$ cat config.mk
export PLATFORM = sky130hd
export DESIGN_NAME = lbp_queue
export DESIGN_NICKNAME = d
export VERILOG_FILES = /design/src/hw/rtl/lbp_pkg.sv /design/src/hw/rtl/lbp_queue.sv
export SDC_FILE = /design/constraint.sdc
export NUM_CORES = 1
export LEC_CHECK = 0
export BUFFER_PORTS_ARGS = -buffer_cell sky130_fd_sc_hd__buf_2
export CAP_MARGIN = 20
export CORE_UTILIZATION = 35
export DETAILED_ROUTE_END_ITERATION = 6
export PLACE_DENSITY = 0.66
export SYNTH_ARGS = -nofsm -noshare
export SYNTH_HDL_FRONTEND = slang
export SYNTH_SLANG_ARGS = --single-unit
$ cat constraint.sdc
create_clock -name clk_i -period 11.7 [get_ports clk_i]
set_input_delay 1.17 -clock clk_i [delete_from_list [all_inputs] [get_ports clk_i]]
set_output_delay 1.17 -clock clk_i [all_outputs]
set_load 0.02 [all_outputs]
$ cat src/hw/rtl/lbp_pkg.sv
`default_nettype none
package lbp_pkg;
  localparam int unsigned StateW  = 6;
  localparam int unsigned LabelW  = 24;
  localparam int unsigned WeightW = 24;
  localparam int unsigned CostW   = 32;
  localparam int unsigned Depth   = 64;
  localparam int unsigned DepW    = 7;

  localparam logic [1:0] ACT_ARC    = 2'd0;
  localparam logic [1:0] ACT_MARK   = 2'd1;
  localparam logic [1:0] ACT_FINISH = 2'd2;

  localparam logic [1:0] KIND_ARC   = 2'd0;
  localparam logic [1:0] KIND_FINAL = 2'd1;
  localparam logic [1:0] KIND_NONE  = 2'd2;
  localparam logic [1:0] KIND_ERROR = 2'd3;

  typedef enum logic [1:0] {OP_ARC, OP_MARK, OP_FINISH} op_e;

  typedef struct packed {
    op_e                 op;
    logic                err;
    logic [StateW-1:0]   from_state;
    logic [StateW-1:0]   to_state;
    logic [WeightW-1:0]  weight;
    logic [LabelW-1:0]   in_label;
    logic [LabelW-1:0]   out_label;
  } cmd_t;

  typedef struct packed {
    logic [WeightW-1:0] weight;
    logic [LabelW-1:0]  in_label;
    logic [LabelW-1:0]  out_label;
  } arc_info_t;

  typedef enum logic [3:0] {
    B_IDLE, B_RELAX, B_MARK, B_FINISH, B_TRACE, B_TNEXT,
    B_ERD1, B_ERD2, B_ERD3, B_FINAL, B_OUT
  } back_state_e;
endpackage
`default_nettype wire

$ cat src/hw/rtl/lbp_queue.sv
`default_nettype none
module lbp_queue (
  input  wire logic          clk_i,
  input  wire logic          rst_ni,
  input  wire logic          push_i,
  input  wire lbp_pkg::cmd_t cmd_i,
  output logic               full_o,
  input  wire logic          pop_i,
  output logic               valid_o,
  output lbp_pkg::cmd_t      cmd_o
);
  import lbp_pkg::*;

  cmd_t       mem_q [2];
  logic       wptr_q, rptr_q;
  logic [1:0] cnt_q;

  assign full_o  = (cnt_q == 2'd2);
  assign valid_o = (cnt_q != 2'd0);
  assign cmd_o   = mem_q[rptr_q];

  always_ff @(posedge clk_i) begin
    if (push_i) begin
      mem_q[wptr_q] <= cmd_i;
    end
  end

  always_ff @(posedge clk_i or negedge rst_ni) begin
    if (!rst_ni) begin
      wptr_q <= 1'b0;
      rptr_q <= 1'b0;
      cnt_q  <= 2'd0;
    end else begin
      if (push_i) wptr_q <= !wptr_q;
      if (pop_i) rptr_q <= !rptr_q;
      cnt_q <= cnt_q + 2'(push_i) - 2'(pop_i);
    end
  end
endmodule
`default_nettype wire

# [Yosys cells after proc, flatten, opt, wreduce, memory -nomap -nowiden]
# Memories as Yosys holds them, arrays and structs flattened.
# Index checks and enable logic that the tools add are counted.
[op_classes] n_addsub=2 eq_ne=1 n_reduce_logical=3 muxes=2
[ops] op="2-bit by 1-bit adder with 2-bit output" n=1
[ops] op="2-bit == test, second input constant" n=1
[ops] op="1-bit zero test" n=2
[ops] op="1-bit 2-to-1 mux" n=2
[ops] op="2-bit nonzero test" n=1
[ops] op="2-bit by 1-bit subtractor with 2-bit output" n=1
[totals] mem_count=1 out_inout_bits=89 mem_bits_rw=174 regBits=4
[memory_table] name="mem_q" depth=2 width=87 rd=1 rd_clocked_by_memory_dff=0 write_ports=1 line="lbp_queue.sv:14" rtl="cmd_t mem_q [2];"

# [Longest topological paths before layout]
[logic_depth] word_depth=2 mapped_depth=5 ltp_nobuf=5

# [Least setup slack after synthesis]
# No wires, ideal clock.
[synth_timing] path_kind="input-to-reg" start="input push_i" end="memory mem_q[0][0] in the netlist's numbering (enable)" required_ns=11.156 arrival_time_ns=4.967 path_slack_ns=6.190 cell_stages=1 setup_time_ns=0.544 cell_sequence="nor2b_1"
[synth_via] elab_chain_cells=2
[synth_rtl] element="start, declared" line="lbp_queue.sv:5" rtl="input wire logic push_i,"
[synth_rtl] element="1-bit 2-to-1 mux" line="lbp_queue.sv:23" rtl="if (push_i) begin"
[synth_rtl] element="1-bit 2-to-1 mux (not written as such)" line="lbp_queue.sv:24" rtl="mem_q[wptr_q] <= cmd_i;"
[synth_rtl] element="end, declared" line="lbp_queue.sv:14"
# Every way passes these cells.

==> impl_results.md <==
- Worst slew margin: 0.507
- Htree depth: 4
- Detail Route Antenna Nets: 0
- Cell Area, Synth: 0.00655 sq mm
- Crit. End Element: output pin
- Setup Skew: approximately 0.011 ns
- Ports: 180
- First-pass GRT wire length: 18.3 mm
- Post-synth top area share: 0.797
- Post-synthesis adder-cell area fraction: 0.00382
- Sequential share of the synthesized area: 0.813
- Post-Synth XOR/XNOR Area: 0.00630
- Power per cell area: 257 mW/mm^2
- Cell Rows: 49
- Final hold viol count: 0
- Simple logic cell fraction of the synthesized area: 0.00382
- Failing checks: design-rule violations
- Largest family of logic cells by synthesized area: multiplexers
- # resized after CTS: 0
- Via density: roughly 4.5
- Yosys cell types: 13
- Detailed placement HPWL: 7.72 mm
- Total track usage: 0.126
- Core Area: around 0.018 sq mm
- Post-CTS setup buffers: 0
- Synthesized area per cell: roughly 23 sq um
- Detailed Route WL: 11.7 mm
- Worst setup path class: reg -> out
- Leak pwr: 3.20 nW
- Fin. max-slew vios: 0
- CP Data Required Time: 10.53 ns
- Outcome: finished with violations
- Mux cell area share after synthesis: 0.161
- Remaining global-route overflow: 0
- Clk buf depth: 2
- Setup_tns: 0 ns
- Worst EP arrival: between 2 and 3 ns
- CTS tree: done
- Die height: about 140 um
- Initial antenna violation count: 0
- Gate Count Post-Synth: 286
- Largest net degree at the start of global routing: 50
- Layout area overhead: 27.3%
- Via Count: 3225
- Crit start category: flop
- Chip width: 139 um
- CP max FO: 49
- Main area contributors after synthesis: edfxtp_1 (80%), mux2_2 (12%), mux2_4 (4.6%)
- VDD IR max: 0.141 mV
- Initial Utilization: 0.361
- Register share of total power: 0.421
- Combinational share of power: 0.300
- Psw: 0.649 mW
- Die Area: roughly 0.019 sq mm
- Worst-Skew Late Latency: 0.41 ns
- Sw frac: 0.303
- Hold WC Path Type: in -> async
- Total CTS buffers: 17
- Gp weighted congestion: between 0.6 and 0.7
- Cell internal pwr: about 1.5 mW
- Sink Count: approximately 180
- # fillers: 1578
- Synth area leader: edfxtp_1
- Syn. warnings: 0
- Nets: ~570
- CTS root buf: clkbuf_16
- Clock power share: 0.279
- Yosys reg bits: about 180
- Min Tclk post-route: 3.69 ns
- Initial DRC count: ~170
- Vias in the first global route: 3561
- Slew @ Worst Pin: 0.740 ns
- Number of max-cap violations: 0
- Util after Layout: 0.460
- DR DRC count: 14
- Period Utilization, post-route: 0.315
- Hold Buf Count CTS: 0
- WL/cell: 16.3 um
- Fmax: around 270 MHz
- Clock-pin slew on the worst setup and hold paths: approximately 0.070 ns
- Compound-cell area share of the yosys netlist: 0
- Share of cells above drive strength 1: 0.612
- Synthesized Nets: 379
- # setup viols final: 0
- Port bufs: roughly 180
- N_diodes: 0
- RSZ-0062 raised after global routing: false
- TritonRoute pass-1 iters: 7
[logic make-up after synthesis]
| kind of cell | Yosys count |
|---|---|
| mux | 87 |
| fa+ha+maj | 2 |
| flops | 178 |
| xor+xnor | 3 |
| simple gates | 4 |
| buf+inv | 12 |
[power groups by stage]
stage,combinational (mW),sequential [mW],clock [mW]
floorplan,0.490,0.893,0
detailed placement,0.650,0.921,0
CTS,0.652,0.907,0.616
global placement,0.643,0.912,0
global route,0.684,0.917,0.640
finish,0.643,0.902,0.599
[flip-flops by register name, indices dropped and copies added, names as in the netlist]
name    count
rptr_q      1
cnt_q       2
mem_q     174
wptr_q      1
[final timing paths]
path,from,to,slack [ns],depth (start not counted)
min in group clk_i,wptr_q,wptr_q,0.55,1
setup reg to reg,wptr_q,mem_q[1][32],9.66,2
hold / removal,rst_ni,wptr_q,0.54,1
setup / recovery,rptr_q,cmd_o[56],8.01,3
hold reg to reg,wptr_q,wptr_q,0.55,1
max in group asynchronous,rst_ni,rptr_q,11.02,1
[layout make-up]
cell class | instances | area [sq um] | share of cell area
multi-input combinational | 96 | 1160 | 0.139
sequential | 178 | 5330 | 0.639
inverter | 2 | 7.51 | 0.000900
clock inverter | 11 | 186 | 0.0224
tap | 229 | 287 | 0.0344
clock buffer | 20 | 437 | 0.0524
timing repair buffer | 183 | 938 | 0.113
[metrics by stage]
stage / power [mW] / worst slack (ns) / hold WS (ns) / instances / instance area (sq um)
after detailed placement: 1.57 / 8.24 / 0.542 / 687 / 7700
after global placement: 1.55 / 8.35 / 0.536 / 687 / 7700
final: 2.14 / 8.01 / 0.545 / 719 / 8340
after floorplan: 1.38 / 6.19 / 0.455 / 286 / 6550
after CTS: 2.18 / 7.89 / 0.516 / 718 / 8320
after global routing: 2.24 / 7.82 / 0.515 / 719 / 8340
[routing by layer]
metal	GRT usage	wire, um	part of all wire	vias to the layer above
li1	-	-	-	1519
met1	0.148	4920	0.42	1583
met2	0.208	5820	0.50	114
met3	0.0515	877	0.075	9
met4	0.0433	96	0.0082	0
met5	0	0	0	-
[critical path: stages, from the launching register on]
cell and delay, ns:
dfrtp_4 0.78, buf_4 0.70, mux2_2 0.43, buf_2 0.16
[layout by cell type (no fill, tap or decap), drive strengths merged, types with 4 or more instances in the layout]
master  instances
clkbuf         20
edfxtp        174
clkinv          4
bufinv          5
dfrtp           4
mux2           87
buf           183
[Yosys cell counts]
master / n
or2_2: 1
nor2b_1: 2
ha_1: 2
xor3_1: 1
edfxtp_1: 174
mux2_4: 20
inv_1: 2
dfrtp_1: 4
and2_1: 1
buf_6: 4
mux2_2: 67
xor2_1: 2
buf_2: 6
No activity file was read; power rests on OpenSTA's default activity.
