## src/hw/rtl/lbp_pkg.sv

```systemverilog
`default_nettype none
package lbp_pkg;
  localparam int unsigned StateW  = 6;
  localparam int unsigned LabelW  = 24;
  localparam int unsigned WeightW = 24;
  localparam int unsigned CostW   = 32;
  localparam int unsigned Depth   = 64;
  localparam int unsigned DepW    = 7;

  localparam logic [1:0] ACT_ARC    = 2'd0;
  localparam logic [1:0] ACT_MARK   = 2'd1;
  localparam logic [1:0] ACT_FINISH = 2'd2;

  localparam logic [1:0] KIND_ARC   = 2'd0;
  localparam logic [1:0] KIND_FINAL = 2'd1;
  localparam logic [1:0] KIND_NONE  = 2'd2;
  localparam logic [1:0] KIND_ERROR = 2'd3;

  typedef enum logic [1:0] {OP_ARC, OP_MARK, OP_FINISH} op_e;

  typedef struct packed {
    op_e                 op;
    logic                err;
    logic [StateW-1:0]   from_state;
    logic [StateW-1:0]   to_state;
    logic [WeightW-1:0]  weight;
    logic [LabelW-1:0]   in_label;
    logic [LabelW-1:0]   out_label;
  } cmd_t;

  typedef struct packed {
    logic [WeightW-1:0] weight;
    logic [LabelW-1:0]  in_label;
    logic [LabelW-1:0]  out_label;
  } arc_info_t;

  typedef enum logic [3:0] {
    B_IDLE, B_RELAX, B_MARK, B_FINISH, B_TRACE, B_TNEXT,
    B_ERD1, B_ERD2, B_ERD3, B_FINAL, B_OUT
  } back_state_e;
endpackage
`default_nettype wire

```

## src/hw/rtl/lbp_front.sv

```systemverilog
`default_nettype none
module lbp_front #(
  parameter int MAX_STATES = 64
) (
  input  wire logic                       clk_i,
  input  wire logic                       rst_ni,
  input  wire logic                       in_valid_i,
  output logic                            in_ready_o,
  input  wire logic [1:0]                 action_i,
  input  wire logic [lbp_pkg::StateW-1:0] from_state_i,
  input  wire logic [lbp_pkg::StateW-1:0] to_state_i,
  input  wire logic [lbp_pkg::WeightW-1:0] arc_weight_i,
  input  wire logic [lbp_pkg::LabelW-1:0] in_label_i,
  input  wire logic [lbp_pkg::LabelW-1:0] out_label_i,
  output logic                            push_o,
  input  wire logic                       full_i,
  output lbp_pkg::cmd_t                   cmd_o
);
  import lbp_pkg::*;

  logic [StateW-1:0] prev_q, prev_d;
  logic              err_q, err_d;
  logic              accept, from_bad, to_bad, arc_bad;

  assign in_ready_o = !full_i;
  assign accept     = in_valid_i && in_ready_o;
  assign from_bad   = ({26'd0, from_state_i} >= 32'(MAX_STATES));
  assign to_bad     = ({26'd0, to_state_i} >= 32'(MAX_STATES));
  assign arc_bad    = from_bad || to_bad || (to_state_i <= from_state_i) ||
                      (from_state_i < prev_q);

  always_comb begin
    prev_d           = prev_q;
    err_d            = err_q;
    push_o           = 1'b0;
    cmd_o.op         = OP_ARC;
    cmd_o.err        = err_q;
    cmd_o.from_state = from_state_i;
    cmd_o.to_state   = to_state_i;
    cmd_o.weight     = arc_weight_i;
    cmd_o.in_label   = in_label_i;
    cmd_o.out_label  = out_label_i;
    if (accept) begin
      case (action_i)
        ACT_ARC: begin
          if (!err_q) begin
            if (arc_bad) begin
              err_d = 1'b1;
            end else begin
              prev_d = from_state_i;
              push_o = 1'b1;
            end
          end
        end
        ACT_MARK: begin
          cmd_o.op = OP_MARK;
          push_o   = !from_bad;
        end
        ACT_FINISH: begin
          cmd_o.op = OP_FINISH;
          push_o   = 1'b1;
          prev_d   = '0;
          err_d    = 1'b0;
        end
        default: ;
      endcase
    end
  end

  always_ff @(posedge clk_i or negedge rst_ni) begin
    if (!rst_ni) begin
      prev_q <= '0;
      err_q  <= 1'b0;
    end else begin
      prev_q <= prev_d;
      err_q  <= err_d;
    end
  end
endmodule
`default_nettype wire

```

## config.mk

```make
export PLATFORM = sky130hd
export DESIGN_NAME = lbp_front
export DESIGN_NICKNAME = d
export VERILOG_FILES = /design/src/hw/rtl/lbp_pkg.sv /design/src/hw/rtl/lbp_front.sv
export SDC_FILE = /design/constraint.sdc
export NUM_CORES = 1
export LEC_CHECK = 0
export BUFFER_PORTS_ARGS = -buffer_cell sky130_fd_sc_hd__buf_2
export CORE_AREA = 2 2 69 71
export DETAILED_ROUTE_END_ITERATION = 7
export DIE_AREA = 0 0 71 73
export PLACE_DENSITY_LB_ADDON = 0.15
export REMOVE_ABC_BUFFERS = 1
export SLEW_MARGIN = 20
export SYNTH_ARGS = -nofsm -noshare
export SYNTH_HDL_FRONTEND = slang
export SYNTH_SLANG_ARGS = --single-unit
```

## constraint.sdc

```tcl
create_clock -name clk_i -period 5.1 [get_ports clk_i]
set_input_delay 1.02 -clock clk_i [delete_from_list [all_inputs] [get_ports clk_i]]
set_output_delay 1.02 -clock clk_i [all_outputs]
set_load 0.02 [all_outputs]
```

After elaboration in Yosys (flattened, before gate mapping)
Cells that the tools add are included.
{"block": "classes", "order_cmp": 2, "eq_ne": 4, "n_mux": 12, "reduce_logical": 8}
{"op": "$mux 6", "count": 2}
{"op": "$pmux 6 s2", "count": 1}
{"op": "$le 6x6->1", "count": 1}
{"op": "$lt 6x6->1", "count": 1}
{"op": "$mux 1", "count": 5}
{"op": "$ne 2x2->1 const B", "count": 2}
{"op": "$pmux 1 s2", "count": 2}
{"op": "$pmux 2 s2", "count": 1}
{"op": "$reduce_and 4->1", "count": 1}
{"op": "$eq 2x1->1 const B", "count": 1}
{"op": "$eq 2x2->1 const B", "count": 1}
{"op": "$logic_not 2->1", "count": 1}
{"op": "$mux 2", "count": 1}
{"op": "$reduce_and 2->1", "count": 1}
{"op": "$reduce_bool 2->1", "count": 1}
{"op": "$reduce_or 2->1", "count": 1}
{"op": "$logic_and 1x1->1", "count": 1}
{"op": "$logic_not 1->1", "count": 1}
{"op": "$logic_or 1x1->1", "count": 1}
{"block": "word_totals", "register_bits": 7, "input_bits": 90, "output_inout_bits": 89, "word_cells": 28}

Logic depth before layout (Yosys ltp)
{"block": "depth", "ltp_word": 6, "mapped_depth": 8, "depth_no_buf": 7}

Least setup slack after synthesis
No wires, ideal clock.
{"block": "synth_path", "path_kind": "input to output", "start": "in from_state_i[5] (netlist bit)", "end": "out push_o", "arrival_time_ps": 2434, "required_time_ps": 4080, "slack_ps": 1646, "stages": 6, "n_path_buf": 0, "cell_sequence": "inv_1 -> ha_1 -> and4_4 -> a311oi_4 -> a31oi_1 -> nor3_1"}
{"block": "synth_between", "elab_chain_cells": 6, "word_cells_on_any_way": 7, "classes_between": "order compare: 2; mux: 4; reduce/logical: 1"}
{"item": "start, declared", "line": "lbp_front.sv:10", "text": "input wire logic [lbp_pkg::StateW-1:0] from_state_i,"}
{"item": "$le 6x6->1 or $lt 6x6->1 (tied branches)", "line": "lbp_front.sv:29, lbp_front.sv:30"}
{"item": "$logic_or 1x1->1 *", "line": "lbp_front.sv:29", "text": "assign arc_bad = from_bad || to_bad || (to_state_i <= from_state_i) ||"}
{"item": "$mux 1 *", "line": "lbp_front.sv:47", "text": "if (arc_bad) begin"}
{"item": "$mux 1 *", "line": "lbp_front.sv:46", "text": "if (!err_q) begin"}
{"item": "$pmux 1 s2 *", "line": "lbp_front.sv:44", "text": "case (action_i)"}
{"item": "$mux 1 *", "line": "lbp_front.sv:43", "text": "if (accept) begin"}
{"item": "end, declared", "line": "lbp_front.sv:15", "text": "output logic push_o,"}
Mark *: on every way between the ends. The rest lies on a longest branch, timed or not.

Worst setup path in the final report
{"block": "layout_path", "start": "in from_state_i[3] (netlist bit)", "end": "out push_o"}
The elaborated chain is that of the path after synthesis.

==> reports/metrics.csv <==
stage,metric,value,unit
status,status,"finished, final reports clean",
synthesis,synth_edf_count,0,
detailed_routing,drt-total-wl,7820,um
floorplan,floorplan.io_pins,179,
final_layout,p_r_area_growth_vs_syn,-27.4,%
synthesis,yosysTopAreaCellShare,47.8,%
power,power.ir.vdd_worst,0.000145,V
global_route,global_route_total_overflow,0,
floorplan,fp.dieArea,0.00518,mm2
setup_path,critPathKind,primary input to primary output,
detailed_routing,initialDrtViolationCount,35,
floorplan,design.core.area,0.00454,mm2
clocking,clock_sink_count,7,
clocking,clkTransAtPathRegs,0.05,ns
clocking,tritoncts_clock_tree,done,
clocking,cts.hold.buffers_added,0,
final_layout,layout.cell_area.non_filler,968,um2
clocking,worstSkewPairLatency,0.23,ns
setup_path,reg2regPathDepth,6,
global_route,overall_global_routing_usage,29.4,%
placement,place_worst_setup_slack,1.56,ns
clocking,clock_tree.buffer_depth,2,
clocking,ctsResizeCount,0,
synthesis,yosys-top-cells-area,"sky130_fd_sc_hd__buf_4 48%, sky130_fd_sc_hd__ha_1 15%, sky130_fd_sc_hd__dfrtp_1 13%",
detailed_routing,met1_length,1230,um
job,cap_viol_max_count,0,
floorplan,die_width,71,um
synthesis,yosysSeqAreaShare,13.1,%
worst_hold_path,timing.hold.worst_path_depth,1,
setup_path,critical_path_required,4.08,ns
setup_path,regToRegSetupSlack,3.01,ns
sta,final.min_clock_period,3.54,ns
detailed_routing,num_vias,904,
clocking,tritoncts.num_buffers,3,
power,design_power_total,222,uW
sta,setup_tns,0,ns
global_route,first_global_vias,800,
synthesis,number_of_distinct_library_cell_variants_in_the_gate_level_netlist_after_synthesis,23,
power,static-leakage-power,0.510,nW
synthesis,postSynthRegisterBits,7,
final_layout,final_core_util,21.4,%
floorplan,floorplan.rows,25,
setup_path,worst_setup_path_start_kind,primary input,
detailed_routing,wl_met3,2480,um
sta,hold_ws,0.521,ns
synthesis,synth.cell_area,0.00133,mm2
placement,dpl_cell_area,922,um2
worst_hold_path,hold_path_class,flop to flop,
sta,max_slew_margin,70.9,%
final_layout,post_route_cells_drive_above_1_share,37.3,%
setup_path,timing.critical_path.arrival,2.52,ns
power,cellPowerDensity,229,mW/mm2
setup_path,endpoint_kind,primary output,
sta,post-route-period-util,69.3,%
detailed_routing,via_per_inst,5.51,
clocking,post-cts-setup-buffers,0,
synthesis,synth.largest_area_cell,sky130_fd_sc_hd__buf_4,
setup_path,critPathMaxFanout,4,
clocking,root_buffer,sky130_fd_sc_hd__clkbuf_8,
final_layout,antennaDiodeCount,0,
sta,clock-skew-final,0.00880,ns
detailed_routing,route.top_layer_used,met4,
synthesis,asyncSetResetFlopFracSynth,100,%
detailed_routing,routedWlPerCell,47.7,um
sta,report.final.setup_viol,0,
final_layout,final_std_cells_w_o_fill,164,
sta,tightest_slew,0.437,ns
final_layout,final_nets,217,
synthesis,most_frequently_used_flop_master_after_synthesis,sky130_fd_sc_hd__dfrtp_1,
synthesis,synth_warnings,0,
placement,gpl.final_weighted_congestion,0.907,
placement,placed_cells,160,
detailed_routing,drt_first_pass_iters,4,
global_route,grt_antenna_before_repair,1,
sta,timing_max_transition_violations_final,0,
global_route,first_pass_grt_wire_length,9570,um
synthesis,postSynthCellCount,158,
sta,rsz_0062_raised_after_global_routing,no,
placement,place_hpwl,7420,um
floorplan,initial_utilization,29.4,%
placement,port_buffers,34,
detailed_routing,met2RoutedLength,3860,um
clocking,htree_num_levels,1,
synthesis,synthesized_area_per_cell,8.44,um2
global_route,grt_max_degree,8,
sta,final_hold_violating_endpoints,0,
sta,max_clock_freq,283,MHz
detailed_routing,postRouteAntennaNets,0,
detailed_routing,remaining_drc_errors,0,
sta,final.setup.worst_slack,1.56,ns
floorplan,die_y,73,um
## layer usage
metal	vias to the layer above	GRT usage (%)
met5	-	7.07
met4	0	9.22
met3	14	43.4
met2	168	50.9
met1	386	13.7
li1	336	-
## logic make-up (layout without fill, tap and decap cells)
kind of cell               Yosys count  after routing  synth area share [%]
buffers and inverters              102             54                  53.2
and+or+nand+nor                     15             15                  6.66
AOI/OAI and AO/OA                   18             18                  12.0
DFF                                  7              7                  13.1
adders and majority gates           16             16                  15.0
## registers in the layout, indices dropped and copies added, names as in the netlist
name	flops
err_q	1
prev_q	6
## worst paths after layout
| path | start | end |
|---|---|---|
| worst max-delay path | from_state_i[3] | push_o |
| worst min-delay path | prev_q[5] | prev_q[5] |
| worst max register to register | prev_q[5] | prev_q[3] |
| worst min register to register | prev_q[5] | prev_q[5] |
| max in group asynchronous | rst_ni | prev_q[4] |
| min in group asynchronous | rst_ni | prev_q[5] |
## cell usage in the layout, fill, tap and decap left out
cell type and instances:
sky130_fd_sc_hd__a21o_1 1, sky130_fd_sc_hd__clkbuf_8 3, sky130_fd_sc_hd__ha_1 16, sky130_fd_sc_hd__buf_2 34
sky130_fd_sc_hd__a311oi_4 1, sky130_fd_sc_hd__and2_1 2, sky130_fd_sc_hd__nor2_1 1, sky130_fd_sc_hd__a21oi_1 5
sky130_fd_sc_hd__nand2_1 3, sky130_fd_sc_hd__and4_1 1, sky130_fd_sc_hd__nand3_1 2, sky130_fd_sc_hd__dfrtp_1 7
sky130_fd_sc_hd__nand2b_1 1, sky130_fd_sc_hd__a221o_1 1, sky130_fd_sc_hd__a32o_1 6, sky130_fd_sc_hd__a31oi_1 2
sky130_fd_sc_hd__nor3_1 1, sky130_fd_sc_hd__and4_4 1, sky130_fd_sc_hd__inv_1 16, sky130_fd_sc_hd__and2b_1 1
sky130_fd_sc_hd__nand4_1 2, sky130_fd_sc_hd__clkinv_2 1, sky130_fd_sc_hd__o21ba_2 1, sky130_fd_sc_hd__o221ai_1 1
## area by class of cell
type                       count  area [um2]
multi-input combinational     49         449
clock buffer                   3        41.3
fill                         500        3570
tap                           54        67.6
inverter                      16        60.1
timing repair buffer          34         170
clock inverter                 1        5.00
sequential                     7         175
## synth_stat cells, types with 2 or more instances
| library cell | number |
|---|---|
| sky130_fd_sc_hd__buf_4 | 85 |
| sky130_fd_sc_hd__nand2_1 | 3 |
| sky130_fd_sc_hd__a21oi_1 | 5 |
| sky130_fd_sc_hd__dfrtp_1 | 7 |
| sky130_fd_sc_hd__ha_1 | 16 |
| sky130_fd_sc_hd__a32o_1 | 6 |
| sky130_fd_sc_hd__inv_1 | 16 |
| sky130_fd_sc_hd__nand3_1 | 2 |
| sky130_fd_sc_hd__nand4_1 | 2 |
| sky130_fd_sc_hd__a31oi_1 | 2 |
| sky130_fd_sc_hd__and2_1 | 2 |
## power breakdown
group	leakage (nW)	switching (mW)	internal (mW)
clock	0.0255	0.0276	0.0532
combinational	0.390	0.0428	0.0313
sequential	0.0946	0.00497	0.0621
total	0.510	0.0754	0.147
## worst max-delay path: stages
cell                       delay, ns
sky130_fd_sc_hd__buf_2          0.12
sky130_fd_sc_hd__inv_1          0.05
sky130_fd_sc_hd__ha_1           0.31
sky130_fd_sc_hd__and4_4         0.20
sky130_fd_sc_hd__a311oi_4       0.34
sky130_fd_sc_hd__a31oi_1        0.13
sky130_fd_sc_hd__nor3_1         0.15
sky130_fd_sc_hd__buf_2          0.20
(Power assumes the default switching activity.)
